===== config.mk =====
export PLATFORM = sky130hd
export DESIGN_NAME = bounded_rating_mean_median_mode
export DESIGN_NICKNAME = d
export VERILOG_FILES = /design/src/hdl/brmm_pkg.sv /design/src/hdl/brmm_front.sv /design/src/hdl/brmm_back.sv /design/src/hdl/bounded_rating_mean_median_mode.sv
export SDC_FILE = /design/constraint.sdc
export NUM_CORES = 1
export LEC_CHECK = 0
export ABC_AREA = 1
export BUFFER_PORTS_ARGS = -buffer_cell sky130_fd_sc_hd__buf_2
export CAP_MARGIN = 20
export CORE_ASPECT_RATIO = 1.75
export CORE_MARGIN = 4
export CORE_UTILIZATION = 30
export DETAILED_ROUTE_END_ITERATION = 16
export GPL_ROUTABILITY_DRIVEN = 0
export SYNTH_ARGS = -nofsm -noshare
export SYNTH_HDL_FRONTEND = slang
export SYNTH_HIERARCHICAL = 1
export SYNTH_SLANG_ARGS = --single-unit
export TNS_END_PERCENT = 10

===== constraint.sdc =====
create_clock -name clk -period 11.1 [get_ports clk]
set_input_delay 0 -clock clk [delete_from_list [all_inputs] [get_ports clk]]
set_output_delay 0 -clock clk [all_outputs]
set_load 0.02 [all_outputs]

===== src/hdl/brmm_pkg.sv =====
package brmm_pkg;

    localparam int NUM_BINS    = 9;
    localparam int MAX_ITEMS   = 128;
    localparam int RATING_W    = 4;
    localparam int SUM_W       = 11;
    localparam int CNT_W       = 8;
    localparam int MEAN_W      = 12;
    localparam int MED_W       = 5;
    localparam int FRAC_W      = 8;
    localparam int BIN_IDX_W   = 4;
    localparam int DIVIDEND_W  = SUM_W + FRAC_W;
    localparam int STEP_W      = 5;
    localparam int QUEUE_DEPTH = 4;
    localparam int QPTR_W      = 2;
    localparam int QCNT_W      = QPTR_W + 1;

    localparam logic [RATING_W-1:0] RATING_MIN = RATING_W'(1);
    localparam logic [RATING_W-1:0] RATING_MAX = RATING_W'(9);
    localparam logic [CNT_W-1:0]    CNT_LIMIT  = CNT_W'(MAX_ITEMS);

    localparam logic KIND_SUMMARY = 1'b0;
    localparam logic KIND_MODE    = 1'b1;

    typedef struct packed {
        logic                ok;
        logic [RATING_W-1:0] rating;
        logic                set_end;
    } entry_t;

    typedef struct packed {
        logic   valid;
        entry_t entry;
    } head_t;

endpackage


===== src/hdl/brmm_front.sv =====
module brmm_front
    import brmm_pkg::*;
(
    input  logic                clk,
    input  logic                rst_n,
    input  logic                in_valid,
    output logic                in_stall,
    input  logic [RATING_W-1:0] rating,
    input  logic                set_end,
    output head_t               head,
    input  logic                pop
);

    entry_t              q_reg [QUEUE_DEPTH];
    logic [QPTR_W-1:0]   wr_ptr_reg;
    logic [QPTR_W-1:0]   wr_ptr_next;
    logic [QPTR_W-1:0]   rd_ptr_reg;
    logic [QPTR_W-1:0]   rd_ptr_next;
    logic [QCNT_W-1:0]   cnt_reg;
    logic [QCNT_W-1:0]   cnt_next;
    entry_t              in_entry;
    logic                push;
    logic                take;

    assign in_entry.ok      = (rating >= RATING_MIN) && (rating <= RATING_MAX);
    assign in_entry.rating  = rating;
    assign in_entry.set_end = set_end;

    assign in_stall = (cnt_reg == QCNT_W'(QUEUE_DEPTH));
    assign push     = in_valid && !in_stall;
    assign take     = pop && (cnt_reg != '0);

    assign head.valid = (cnt_reg != '0);
    assign head.entry = q_reg[rd_ptr_reg];

    always_comb
    begin
        wr_ptr_next = push ? wr_ptr_reg + 1'b1 : wr_ptr_reg;
        rd_ptr_next = take ? rd_ptr_reg + 1'b1 : rd_ptr_reg;
        cnt_next    = cnt_reg;
        if (push && !take)
        begin
            cnt_next = cnt_reg + 1'b1;
        end
        else if (take && !push)
        begin
            cnt_next = cnt_reg - 1'b1;
        end
    end

    always_ff @(posedge clk)
    begin
        if (push)
        begin
            q_reg[wr_ptr_reg] <= in_entry;
        end
    end

    always_ff @(posedge clk or negedge rst_n)
    begin
        if (!rst_n)
        begin
            wr_ptr_reg <= '0;
            rd_ptr_reg <= '0;
            cnt_reg    <= '0;
        end
        else
        begin
            wr_ptr_reg <= wr_ptr_next;
            rd_ptr_reg <= rd_ptr_next;
            cnt_reg    <= cnt_next;
        end
    end

endmodule


===== src/hdl/brmm_back.sv =====
module brmm_back
    import brmm_pkg::*;
(
    input  logic                clk,
    input  logic                rst_n,
    input  head_t               head,
    output logic                pop,
    output logic                out_valid,
    input  logic                out_stall,
    output logic                kind,
    output logic [SUM_W-1:0]    sum_of_ratings,
    output logic [CNT_W-1:0]    rating_count,
    output logic [MEAN_W-1:0]   mean_q8,
    output logic [MED_W-1:0]    median_doubled,
    output logic [RATING_W-1:0] mode_rating,
    output logic [CNT_W-1:0]    mode_frequency,
    output logic                input_dropped,
    output logic                final_result
);

    typedef enum logic [5:0] {
        ST_ACCUM   = 6'b000001,
        ST_CALC    = 6'b000010,
        ST_MASK    = 6'b000100,
        ST_SUMMARY = 6'b001000,
        ST_MODES   = 6'b010000,
        ST_CLEAR   = 6'b100000
    } state_t;

    state_t                 state_reg;
    state_t                 state_next;
    logic [CNT_W-1:0]       bins_reg [NUM_BINS];
    logic [CNT_W-1:0]       bins_next [NUM_BINS];
    logic [SUM_W-1:0]       total_reg;
    logic [SUM_W-1:0]       total_next;
    logic [CNT_W-1:0]       count_reg;
    logic [CNT_W-1:0]       count_next;
    logic                   drop_reg;
    logic                   drop_next;
    logic [STEP_W-1:0]      step_reg;
    logic [STEP_W-1:0]      step_next;
    logic [CNT_W-1:0]       cum_reg;
    logic [CNT_W-1:0]       cum_next;
    logic [CNT_W-1:0]       largest_reg;
    logic [CNT_W-1:0]       largest_next;
    logic [RATING_W-1:0]    val_a_reg;
    logic [RATING_W-1:0]    val_a_next;
    logic [RATING_W-1:0]    val_b_reg;
    logic [RATING_W-1:0]    val_b_next;
    logic [DIVIDEND_W-1:0]  dvd_reg;
    logic [DIVIDEND_W-1:0]  dvd_next;
    logic [CNT_W-1:0]       rem_reg;
    logic [CNT_W-1:0]       rem_next;
    logic [MEAN_W-1:0]      quot_reg;
    logic [MEAN_W-1:0]      quot_next;
    logic [NUM_BINS-1:0]    mask_reg;
    logic [NUM_BINS-1:0]    mask_next;

    logic                   out_valid_reg;
    logic                   out_valid_next;
    logic                   kind_reg;
    logic                   kind_next;
    logic [SUM_W-1:0]       sum_reg;
    logic [SUM_W-1:0]       sum_next;
    logic [CNT_W-1:0]       cnt_out_reg;
    logic [CNT_W-1:0]       cnt_out_next;
    logic [MEAN_W-1:0]      mean_reg;
    logic [MEAN_W-1:0]      mean_next;
    logic [MED_W-1:0]       med_reg;
    logic [MED_W-1:0]       med_next;
    logic [RATING_W-1:0]    mr_reg;
    logic [RATING_W-1:0]    mr_next;
    logic [CNT_W-1:0]       mf_reg;
    logic [CNT_W-1:0]       mf_next;
    logic                   drop_out_reg;
    logic                   drop_out_next;
    logic                   fin_reg;
    logic                   fin_next;

    logic                   slot_free;
    logic [BIN_IDX_W-1:0]   walk_idx;
    logic [BIN_IDX_W-1:0]   upd_idx;
    logic [CNT_W-1:0]       walk_bin;
    logic [CNT_W-1:0]       walk_cum;
    logic [CNT_W-1:0]       pos_a;
    logic [CNT_W-1:0]       pos_b;
    logic [CNT_W:0]         rem_shift;
    logic [CNT_W:0]         rem_diff;
    logic [BIN_IDX_W-1:0]   pick;
    logic [NUM_BINS-1:0]    mask_rest;

    assign slot_free = !out_valid_reg || !out_stall;
    assign pop       = (state_reg == ST_ACCUM);

    assign walk_idx  = step_reg[BIN_IDX_W-1:0];
    assign upd_idx   = head.entry.rating - RATING_MIN;
    assign walk_bin  = (step_reg < STEP_W'(NUM_BINS)) ? bins_reg[walk_idx] : '0;
    assign walk_cum  = cum_reg + walk_bin;
    assign pos_b     = count_reg >> 1;
    assign pos_a     = count_reg[0] ? pos_b : pos_b - 1'b1;
    assign rem_shift = {rem_reg, dvd_reg[DIVIDEND_W-1]};
    assign rem_diff  = rem_shift - {1'b0, count_reg};
    assign mask_rest = mask_reg & (mask_reg - 1'b1);

    always_comb
    begin
        pick = '0;
        for (int i = NUM_BINS - 1; i >= 0; i--)
        begin
            if (mask_reg[i])
            begin
                pick = BIN_IDX_W'(i);
            end
        end
    end

    always_comb
    begin
        state_next     = state_reg;
        bins_next      = bins_reg;
        total_next     = total_reg;
        count_next     = count_reg;
        drop_next      = drop_reg;
        step_next      = step_reg;
        cum_next       = cum_reg;
        largest_next   = largest_reg;
        val_a_next     = val_a_reg;
        val_b_next     = val_b_reg;
        dvd_next       = dvd_reg;
        rem_next       = rem_reg;
        quot_next      = quot_reg;
        mask_next      = mask_reg;
        out_valid_next = out_valid_reg && out_stall;
        kind_next      = kind_reg;
        sum_next       = sum_reg;
        cnt_out_next   = cnt_out_reg;
        mean_next      = mean_reg;
        med_next       = med_reg;
        mr_next        = mr_reg;
        mf_next        = mf_reg;
        drop_out_next  = drop_out_reg;
        fin_next       = fin_reg;

        case (state_reg)
            ST_ACCUM:
            begin
                if (head.valid)
                begin
                    if (head.entry.ok && (count_reg < CNT_LIMIT))
                    begin
                        bins_next[upd_idx] = bins_reg[upd_idx] + 1'b1;
                        total_next = total_reg + SUM_W'(head.entry.rating);
                        count_next = count_reg + 1'b1;
                    end
                    else
                    begin
                        drop_next = 1'b1;
                    end
                    if (head.entry.set_end)
                    begin
                        step_next    = '0;
                        cum_next     = '0;
                        largest_next = '0;
                        val_a_next   = '0;
                        val_b_next   = '0;
                        state_next   = ST_CALC;
                    end
                end
            end
            ST_CALC:
            begin
                if (step_reg < STEP_W'(NUM_BINS))
                begin
                    cum_next = walk_cum;
                    if (walk_bin > largest_reg)
                    begin
                        largest_next = walk_bin;
                    end
                    if ((val_a_reg == '0) && (walk_cum > pos_a))
                    begin
                        val_a_next = walk_idx + RATING_MIN;
                    end
                    if ((val_b_reg == '0) && (walk_cum > pos_b))
                    begin
                        val_b_next = walk_idx + RATING_MIN;
                    end
                end
                if (step_reg == '0)
                begin
                    dvd_next  = {total_reg, {FRAC_W{1'b0}}};
                    rem_next  = '0;
                    quot_next = '0;
                end
                else
                begin
                    dvd_next = dvd_reg << 1;
                    if (!rem_diff[CNT_W])
                    begin
                        rem_next  = rem_diff[CNT_W-1:0];
                        quot_next = {quot_reg[MEAN_W-2:0], 1'b1};
                    end
                    else
                    begin
                        rem_next  = rem_shift[CNT_W-1:0];
                        quot_next = {quot_reg[MEAN_W-2:0], 1'b0};
                    end
                end
                step_next = step_reg + 1'b1;
                if (step_reg == STEP_W'(DIVIDEND_W))
                begin
                    state_next = ST_MASK;
                end
            end
            ST_MASK:
            begin
                for (int i = 0; i < NUM_BINS; i++)
                begin
                    mask_next[i] = (largest_reg != '0) && (bins_reg[i] == largest_reg);
                end
                state_next = ST_SUMMARY;
            end
            ST_SUMMARY:
            begin
                if (slot_free)
                begin
                    out_valid_next = 1'b1;
                    kind_next      = KIND_SUMMARY;
                    sum_next       = total_reg;
                    cnt_out_next   = count_reg;
                    mean_next      = (count_reg == '0) ? '0 : quot_reg;
                    med_next       = MED_W'(val_a_reg) + MED_W'(val_b_reg);
                    mr_next        = '0;
                    mf_next        = largest_reg;
                    drop_out_next  = drop_reg;
                    fin_next       = (mask_reg == '0);
                    state_next     = (mask_reg == '0) ? ST_CLEAR : ST_MODES;
                end
            end
            ST_MODES:
            begin
                if (slot_free)
                begin
                    out_valid_next = 1'b1;
                    kind_next      = KIND_MODE;
                    sum_next       = '0;
                    cnt_out_next   = '0;
                    mean_next      = '0;
                    med_next       = '0;
                    mr_next        = pick + RATING_MIN;
                    mf_next        = largest_reg;
                    drop_out_next  = drop_reg;
                    fin_next       = (mask_rest == '0);
                    mask_next      = mask_rest;
                    if (mask_rest == '0)
                    begin
                        state_next = ST_CLEAR;
                    end
                end
            end
            ST_CLEAR:
            begin
                for (int i = 0; i < NUM_BINS; i++)
                begin
                    bins_next[i] = '0;
                end
                total_next = '0;
                count_next = '0;
                drop_next  = 1'b0;
                state_next = ST_ACCUM;
            end
            default:
            begin
                state_next = ST_ACCUM;
            end
        endcase
    end

    always_ff @(posedge clk)
    begin
        step_reg     <= step_next;
        cum_reg      <= cum_next;
        largest_reg  <= largest_next;
        val_a_reg    <= val_a_next;
        val_b_reg    <= val_b_next;
        dvd_reg      <= dvd_next;
        rem_reg      <= rem_next;
        quot_reg     <= quot_next;
        mask_reg     <= mask_next;
        kind_reg     <= kind_next;
        sum_reg      <= sum_next;
        cnt_out_reg  <= cnt_out_next;
        mean_reg     <= mean_next;
        med_reg      <= med_next;
        mr_reg       <= mr_next;
        mf_reg       <= mf_next;
        drop_out_reg <= drop_out_next;
        fin_reg      <= fin_next;
    end

    always_ff @(posedge clk or negedge rst_n)
    begin
        if (!rst_n)
        begin
            state_reg     <= ST_ACCUM;
            for (int i = 0; i < NUM_BINS; i++)
            begin
                bins_reg[i] <= '0;
            end
            total_reg     <= '0;
            count_reg     <= '0;
            drop_reg      <= 1'b0;
            out_valid_reg <= 1'b0;
        end
        else
        begin
            state_reg     <= state_next;
            bins_reg      <= bins_next;
            total_reg     <= total_next;
            count_reg     <= count_next;
            drop_reg      <= drop_next;
            out_valid_reg <= out_valid_next;
        end
    end

    assign out_valid      = out_valid_reg;
    assign kind           = kind_reg;
    assign sum_of_ratings = sum_reg;
    assign rating_count   = cnt_out_reg;
    assign mean_q8        = mean_reg;
    assign median_doubled = med_reg;
    assign mode_rating    = mr_reg;
    assign mode_frequency = mf_reg;
    assign input_dropped  = drop_out_reg;
    assign final_result   = fin_reg;

endmodule


===== src/hdl/bounded_rating_mean_median_mode.sv =====
// Rating statistics: mean, median and mode of a set of ratings 1..9.
// Input channel (in_valid/in_stall): one rating per transaction, set_end on
// the last rating of a set. Ratings out of 1..9, or past 128 in one set, are
// dropped and flagged in every result of that set.
// Output channel (out_valid/out_stall): after a set ends, one summary
// transaction (kind 0) and then one per mode rating in ascending order
// (kind 1); final_result marks the last one of the set.
// Throughput: one rating per cycle while a set accumulates, through a
// four-entry queue in front of the histogram.
// After the set_end transaction, the entry passes from the queue into the
// histogram, then the bin walk runs alongside a one-bit-per-cycle divider
// for the mean, then the modes are marked and the summary is loaded into
// the result register.
// Each further result is loaded once the result register is free; then the
// histogram is cleared. The input stalls once the queue fills meanwhile.
// When the receiver stalls, the result register holds and the tail waits.
// Reset clears the histogram, totals, drop flag, queue pointers and out_valid.
module bounded_rating_mean_median_mode
    import brmm_pkg::*;
(
    input  logic                clk,
    input  logic                rst_n,
    input  logic                in_valid,
    output logic                in_stall,
    input  logic [RATING_W-1:0] rating,
    input  logic                set_end,
    output logic                out_valid,
    input  logic                out_stall,
    output logic                kind,
    output logic [SUM_W-1:0]    sum_of_ratings,
    output logic [CNT_W-1:0]    rating_count,
    output logic [MEAN_W-1:0]   mean_q8,
    output logic [MED_W-1:0]    median_doubled,
    output logic [RATING_W-1:0] mode_rating,
    output logic [CNT_W-1:0]    mode_frequency,
    output logic                input_dropped,
    output logic                final_result
);

    head_t head;
    logic  pop;

    brmm_front u_front (
        .clk      (clk),
        .rst_n    (rst_n),
        .in_valid (in_valid),
        .in_stall (in_stall),
        .rating   (rating),
        .set_end  (set_end),
        .head     (head),
        .pop      (pop)
    );

    brmm_back u_back (
        .clk            (clk),
        .rst_n          (rst_n),
        .head           (head),
        .pop            (pop),
        .out_valid      (out_valid),
        .out_stall      (out_stall),
        .kind           (kind),
        .sum_of_ratings (sum_of_ratings),
        .rating_count   (rating_count),
        .mean_q8        (mean_q8),
        .median_doubled (median_doubled),
        .mode_rating    (mode_rating),
        .mode_frequency (mode_frequency),
        .input_dropped  (input_dropped),
        .final_result   (final_result)
    );

endmodule

==> results of run 1 <==
worst max path at each step:
stage / end / startpoint
global placement: u_back/val_a_reg[2]$_DFFE_PP_ / u_back/step_reg[0]$_SDFFCE_PN0P_
CTS: u_back/val_b_reg[0]$_DFFE_PP_ / u_back/step_reg[0]$_SDFFCE_PN0P_
detailed placement: u_back/val_b_reg[0]$_DFFE_PP_ / u_back/step_reg[0]$_SDFFCE_PN0P_
finish: u_back/val_a_reg[3]$_DFFE_PP_ / u_back/step_reg[0]$_SDFFCE_PN0P_
floorplan: u_back/val_b_reg[0]$_DFFE_PP_ / u_back/step_reg[0]$_SDFFCE_PN0P_
global route: u_back/val_b_reg[0]$_DFFE_PP_ / u_back/step_reg[0]$_SDFFCE_PN0P_
per-layer routing:
layer / vias up / GRT usage (%)
met2: 474 / 31.7
li1: 5853 / -
met1: 5740 / 15.8
met4: 0 / 13.3
met5: - / 0
met3: 198 / 1.89
logic make-up (layout without fill, tap and decap cells):
kind of cell	Yosys count	after routing
AND/OR/NAND/NOR	732	732
AO/OA/AOI/OAI	310	310
buffers and inverters	285	353
flip-flops	250	250
XOR/XNOR	78	78
adder cells (fa/ha/maj)	68	68
power by group through the flow:
| stage | Sequential [µW] | Combinational, µW | Clock [µW] |
|---|---|---|---|
| after floorplan | 1480 | 2280 | 0 |
| after global placement | 1680 | 2940 | 0 |
| after detailed placement | 1680 | 2990 | 0 |
| after CTS | 1670 | 3020 | 871 |
| after global routing | 1700 | 3400 | 901 |
| final | 1680 | 3050 | 848 |
final cells by class:
type,count,area (µm²)
Sequential cell,250,6980
Timing Repair Buffer,85,533
Fill cell,4993,31500
Tap cell,648,811
Clock inverter,12,155
Multi-Input combinational cell,1188,6540
Clock buffer,28,646
Inverter,228,856
synthesized netlist by cell type, types with 2 or more instances:
library cell	number
o21ai_1	13
buf_2	11
o211ai_1	18
fa_1	5
clkbuf_1	34
o41ai_1	2
or2_2	3
nor2_2	3
clkinv_1	3
o21ai_0	134
inv_2	7
nor2_8	2
nand2_1	361
o31ai_1	6
and2_1	2
dfrtp_1	105
a221oi_1	2
nand2_2	11
o21bai_1	3
a21oi_1	101
nand2_4	3
buf_4	5
nor2_4	6
nand3_1	116
ha_1	63
nand3_4	3
buf_1	3
a21o_1	2
nor2_1	157
xor2_1	57
nand4_1	30
inv_1	218
nor4_1	15
nand3_2	4
buf_6	4
xnor2_1	20
nor3_1	14
edfxtp_1	144
a221o_1	2
o22ai_1	18
per-stage QoR:
step                      total power, µW  hold slack [ns]  setup slack [ns]
after CTS                            5550            0.204              5.91
after detailed placement             4680           0.0195              5.92
final                                5580            0.225              5.84
after floorplan                      3760           -0.296              6.88
after global routing                 6000            0.232              5.35
after global placement               4620           0.0115              6.07
==> results.yml, run 1 <==
outcome:
  outcome: "completed"
die:
  pin_count: 62
  die_h_um: 300
  die_w_um: 175
  core_um2: 48000
  initial_core_util_pct: 30.5
  num_rows: 106
  die-area_um2: 52600
worst_setup_path:
  crit_slowest_cell: "inv_1"
  path_buf_inv: 6
  cpMostUsedCell: "inv_1"
  worstSetupStartpointType: "register"
  worst_ep_arrival_time_ns: 5.45
  reg2reg_slack_ns: 5.84
  cp-end-kind: "register"
  timing.rr.end: "u_back/val_a_reg[3]$_DFFE_PP_"
  crit_type: "register to register"
  crit_family: "compound AO/OA/AOI/OAI gates"
  path_depth: 24
  critical_path.max_fanout: 42
  cp_cell_sequence: "buf_4 -> inv_1 -> nand3_1 -> a21oi_1 -> nand2_1 -> inv_1 -> ha_1 -> inv_1 -> fa_1 -> nor2_1 -> o21ai_0 -> and2_1 -> inv_1 -> a21oi_1 -> o21bai_1 -> xor2_1 -> ha_1 -> nand2_1 -> nor3_1 -> nand3_1 -> nand2_1 -> inv_1 -> nand2_1 -> a21oi_1"
  worstReg2RegStart: "u_back/step_reg[0]$_SDFFCE_PN0P_"
  worst_ep_required_time_ns: 11.29
  slowest_delay_ns: 0.62
  r2r_cells: 24
clock_tree:
  cts_setup_buffers: 0
  cts_max_level: 1
  clock_latency_ns: 0.54
  cts.sinks: 250
  path_clk_slew_ns: 0.07
  ctsRootBufferMaster: "clkbuf_16"
  cts_tree: "yes"
  ctsResizeCount: 0
  holdBufCountCts: 10
  numCtsBuffers: 22
  clockBufferDepth: 3
logic_synthesis:
  netlist_instances: 1723
  synth_top_family_by_area: "simple AND/OR/NAND/NOR gates"
  synthSimpleGateAreaFrac_pct: 22.2
  synth_edf_count: 144
  synth_mux_area_share_pct: 0
  synth_area_leaders: "edfxtp_1 (30%), dfrtp_1 (18%), nand2_1 (9.3%), inv_1 (5.6%), ha_1 (5.4%)"
  ys_ff_latch: 250
  syn_avg_cell_area_um2: 8.50
  async_flop_share_pct: 42.4
  ys.flop_type: "edfxtp_1"
  syn_area_um2: 14600
  synth_xor_area_share_pct: 4.79
  synth-compound-area-share_pct: 11.6
  yosys.area_share.adder_pct: 6.07
  yosysSeqAreaShare_pct: 47.6
  yosys_warnings: 6
  synth_top_area_share_pct: 29.5
  synth_top_area_cell: "edfxtp_1"
  ys_types: 53
  syn_nets: 1800
cells_and_area:
  fin_util_pct: 34.4
  final_area_um2: 16500
  stdcell_count: 2439
  antenna_cells: 0
  final_cell_mix: "nand2_1 (361), inv_1 (218), nor2_1 (156)"
  final_common_cell: "nand2_1"
  syn_to_final_growth_pct: 12.8
  largest_reg_flops: 72
  drive_gt1_share_pct: 8.99
  num-nets-final: 1852
placed_design:
  portBuffers: 61
  dpl.cell_count: 2388
  place_hpwl_um: 33900
  post_dp_cell_area_um2: 15600
pwr:
  combinationalPowerShare_pct: 54.7
  p_int_uw: 2750
  ir_drop_mv: 0.178
  p_leak_uw: 0.00747
  pwr-share-seq_pct: 30.1
  switchingPower_uw: 2830
  clkPwrFrac_pct: 15.2
  power.density_nw_per_um2: 338
  p_sw_share_pct: 50.8
sta:
  clock_skew_ns: 0.0195
  timing.final.crit_share_pct: 47.4
  grt_setup_unrepaired: "no"
  tns_ns: 0
  hold_violations: 0
  worst_pin_slew_ns: 1.02
  slew_viol_final: 0
  maxClockFrequency_ghz: 0.190
  setup_viol: 0
  finalCriticalPeriod_ns: 5.26
  relSlewSlack_pct: 31.2
detailed_routing:
  wirelength_um: 44400
  routedWlPerCell_um: 18.2
  drt_iter0_markers: 883
  vias_per_cell: 5.03
  drt_pass1_iterations: 8
  routed.top_layer: "met4"
  wl_met3_um: 1930
  drc: 0
  wl_met1_um: 14600
  detail-route-antenna-nets: 0
  num_vias: 12300
  route.met2.wl_um: 23400
worst_hold_path:
  hold_start: "rating[1]"
  hold_path.class: "input pin to register"
  hold_depth: 2
  worst_hold_path.endpoint: "u_front/q_reg[2][2]$_DFFE_PP_"
global_routing:
  grt_usage_pct: 16.6
  grt_pass1_wl_um: 69000
  grt_max_degree: 67
  grt_pass1_vias: 12500
  antenna_found_initial: 0
  grt_remaining_overflow: 0
job:
  cap_viol_max_count: 0
Power figures use the tool's default switching activity.
==> run 2: changes to the inputs <==
- clock period: 11.1 -> 4.85 ns (I/O delays scaled with it)
==> run 2 against run 1 <==
  * Utilization increased by 0.091 points
  * Worst setup slack worse by 5.4 ns
  * Clock power is 130% higher
  * Via count up 0.75%
  * Cell count up 0.49%
  * Count of clock-buffer cells in the layout decreased by 3
  * Sequential power is 130% higher
  * Design area increased by 0.27%
  * Critical path type unchanged
==> results.yml, run 2 (synthesized netlist as in run 1, its figures left out) <==
clock_tree:
  cts_setup_buffers: 0
  cts_max_level: 1
  cts.sinks: 250
  clock_latency_ns: 0.56
  cts_tree: "yes"
  path_clk_slew_ns: 0.07
  clockBufferDepth: 3
  numCtsBuffers: 24
  ctsRootBufferMaster: "clkbuf_16"
die:
  initial_core_util_pct: 30.5
  die-area_um2: 52600
  die_w_um: 175
  num_rows: 106
  die_h_um: 300
  pin_count: 62
  core_um2: 48000
global_routing:
  grt_usage_pct: 16.8
  grt_pass1_vias: 12200
  grt_remaining_overflow: 0
  grt_max_degree: 63
  grt_pass1_wl_um: 69100
  antenna_found_initial: 0
outcome:
  outcome: "completed"
placed_design:
  place_hpwl_um: 34400
  portBuffers: 61
  pre_cts_slack_ns: 0.464
worst_setup_path:
  crit_type: "register to register"
  r2r_cells: 23
  cp_cell_sequence: "buf_4 -> a211oi_1 -> o311ai_0 -> nand2_1 -> inv_1 -> ha_1 -> inv_1 -> fa_1 -> nor2_1 -> o21ai_0 -> and2_1 -> inv_1 -> a21oi_1 -> o21bai_1 -> xor2_2 -> ha_1 -> nand2_1 -> nor2_1 -> nand3_1 -> nand2_1 -> nand3_1 -> nand2_1 -> a21oi_2"
  worst_ep_arrival_time_ns: 4.65
  slowest_delay_ns: 0.40
  cp-end-kind: "register"
  worstSetupStartpointType: "register"
  crit_slowest_cell: "edfxtp_1"
  worst_ep_required_time_ns: 5.09
  critical_path.max_fanout: 41
  cpMostUsedCell: "nand2_1"
detailed_routing:
  wirelength_um: 45100
  vias_per_cell: 5.04
  routedWlPerCell_um: 18.4
  drt_pass1_iterations: 5
  drt_iter0_markers: 934
  drc: 0
  num_vias: 12400
  detail-route-antenna-nets: 0
job:
  cap_viol_max_count: 0
sta:
  relSlewSlack_pct: 39.9
  grt_setup_unrepaired: "no"
  hold_violations: 0
  finalCriticalPeriod_ns: 4.42
  fin_ws_ns: 0.435
  setup_viol: 0
  maxClockFrequency_ghz: 0.226
  clock_skew_ns: 0.0198
  worst_pin_slew_ns: 0.899
  slew_viol_final: 0
  timing.final.crit_share_pct: 91.0
  hold_slack_ns: 0.0874
  tns_ns: 0
cells_and_area:
  seq_area_um2: 6980
  nFillCells: 5005
  syn_to_final_growth_pct: 13.1
  antenna_cells: 0
  num-nets-final: 1862
  multi_input_area_um2: 6560
  final_cell_mix: "nand2_1 (361), inv_1 (217), nor2_1 (156)"
  drive_gt1_share_pct: 9.65
  final_common_cell: "nand2_1"
  largest_reg_flops: 72
pwr:
  p_total_uw: 13000
  power.density_nw_per_um2: 785
  p_leak_uw: 0.00749
  ir_drop_mv: 0.390
worst_hold_path:
  hold_path.class: "input pin to async pin"
run 2: repair_timing:
item                       4_1_cts  5_1_grt
hold endpoints to repair        85        0
gates resized for setup          0        4
hold buffers                     8        0
setup endpoints to repair        0        8
run 2: power breakdown:
part	leakage [µW]	internal, µW	switching [µW]
clock network	0.000390	1070	871
registers	0.00272	3020	778
logic	0.00438	2250	5000
run 2: worst max-delay path, delay by kind of cell (launching register included):
family / cells / cell delay, ns
compound gates: 6 / 1.08
xor+xnor: 1 / 0.26
fa+ha+maj: 3 / 0.88
buf+inv: 4 / 0.59
flops: 1 / 0.40
simple gates: 9 / 0.87
run 2: final cells by class:
type,instances,area share [%]
flip-flops and latches,250,42.1
well taps,648,4.89
repair buffers,93,3.43
multi-input cells,1188,39.6
clock buffers,25,3.65
clock inverters,19,1.13
inverters,228,5.19
run 2: final timing paths:
| kind | slack (ns) | startpoint | to |
|---|---|---|---|
| min in group clk | 0.20 | set_end | u_front/q_reg[1][0]$_DFFE_PP_ |
| max in group asynchronous | 3.59 | rst_n | u_back/out_valid$_DFF_PN0_ |
| setup reg to reg | 0.43 | u_back/step_reg[0]$_SDFFCE_PN0P_ | u_back/val_b_reg[2]$_DFFE_PP_ |
| hold / removal | 0.09 | rst_n | u_back/bins_reg[23]$_DFFE_PN0P_ |
| hold reg to reg | 0.45 | u_back/drop_reg$_DFFE_PN0P_ | u_back/input_dropped$_DFFE_PP_ |
| setup / recovery | 0.43 | u_back/step_reg[0]$_SDFFCE_PN0P_ | u_back/val_b_reg[2]$_DFFE_PP_ |
run 2: through the flow:
| stage | area (µm²) | util, % | std cells |
|---|---|---|---|
| after floorplan | 14600 | - | 1723 |
| after global placement | 15700 | 32.6 | 2399 |
| after detailed placement | 15700 | 32.6 | 2399 |
| after CTS | 16500 | 34.5 | 2451 |
| after global routing | 16600 | 34.5 | 2451 |
| final | 16600 | 34.5 | 2451 |
run 2: routing by layer:
metal / track usage, % / up-vias / part of all wire, %
met5: 0 / - / 0
met3: 1.91 / 171 / 3.8
li1: - / 5880 / -
met2: 32.9 / 425 / 55
met1: 16.0 / 5881 / 33
met4: 11.9 / 0 / 8.2
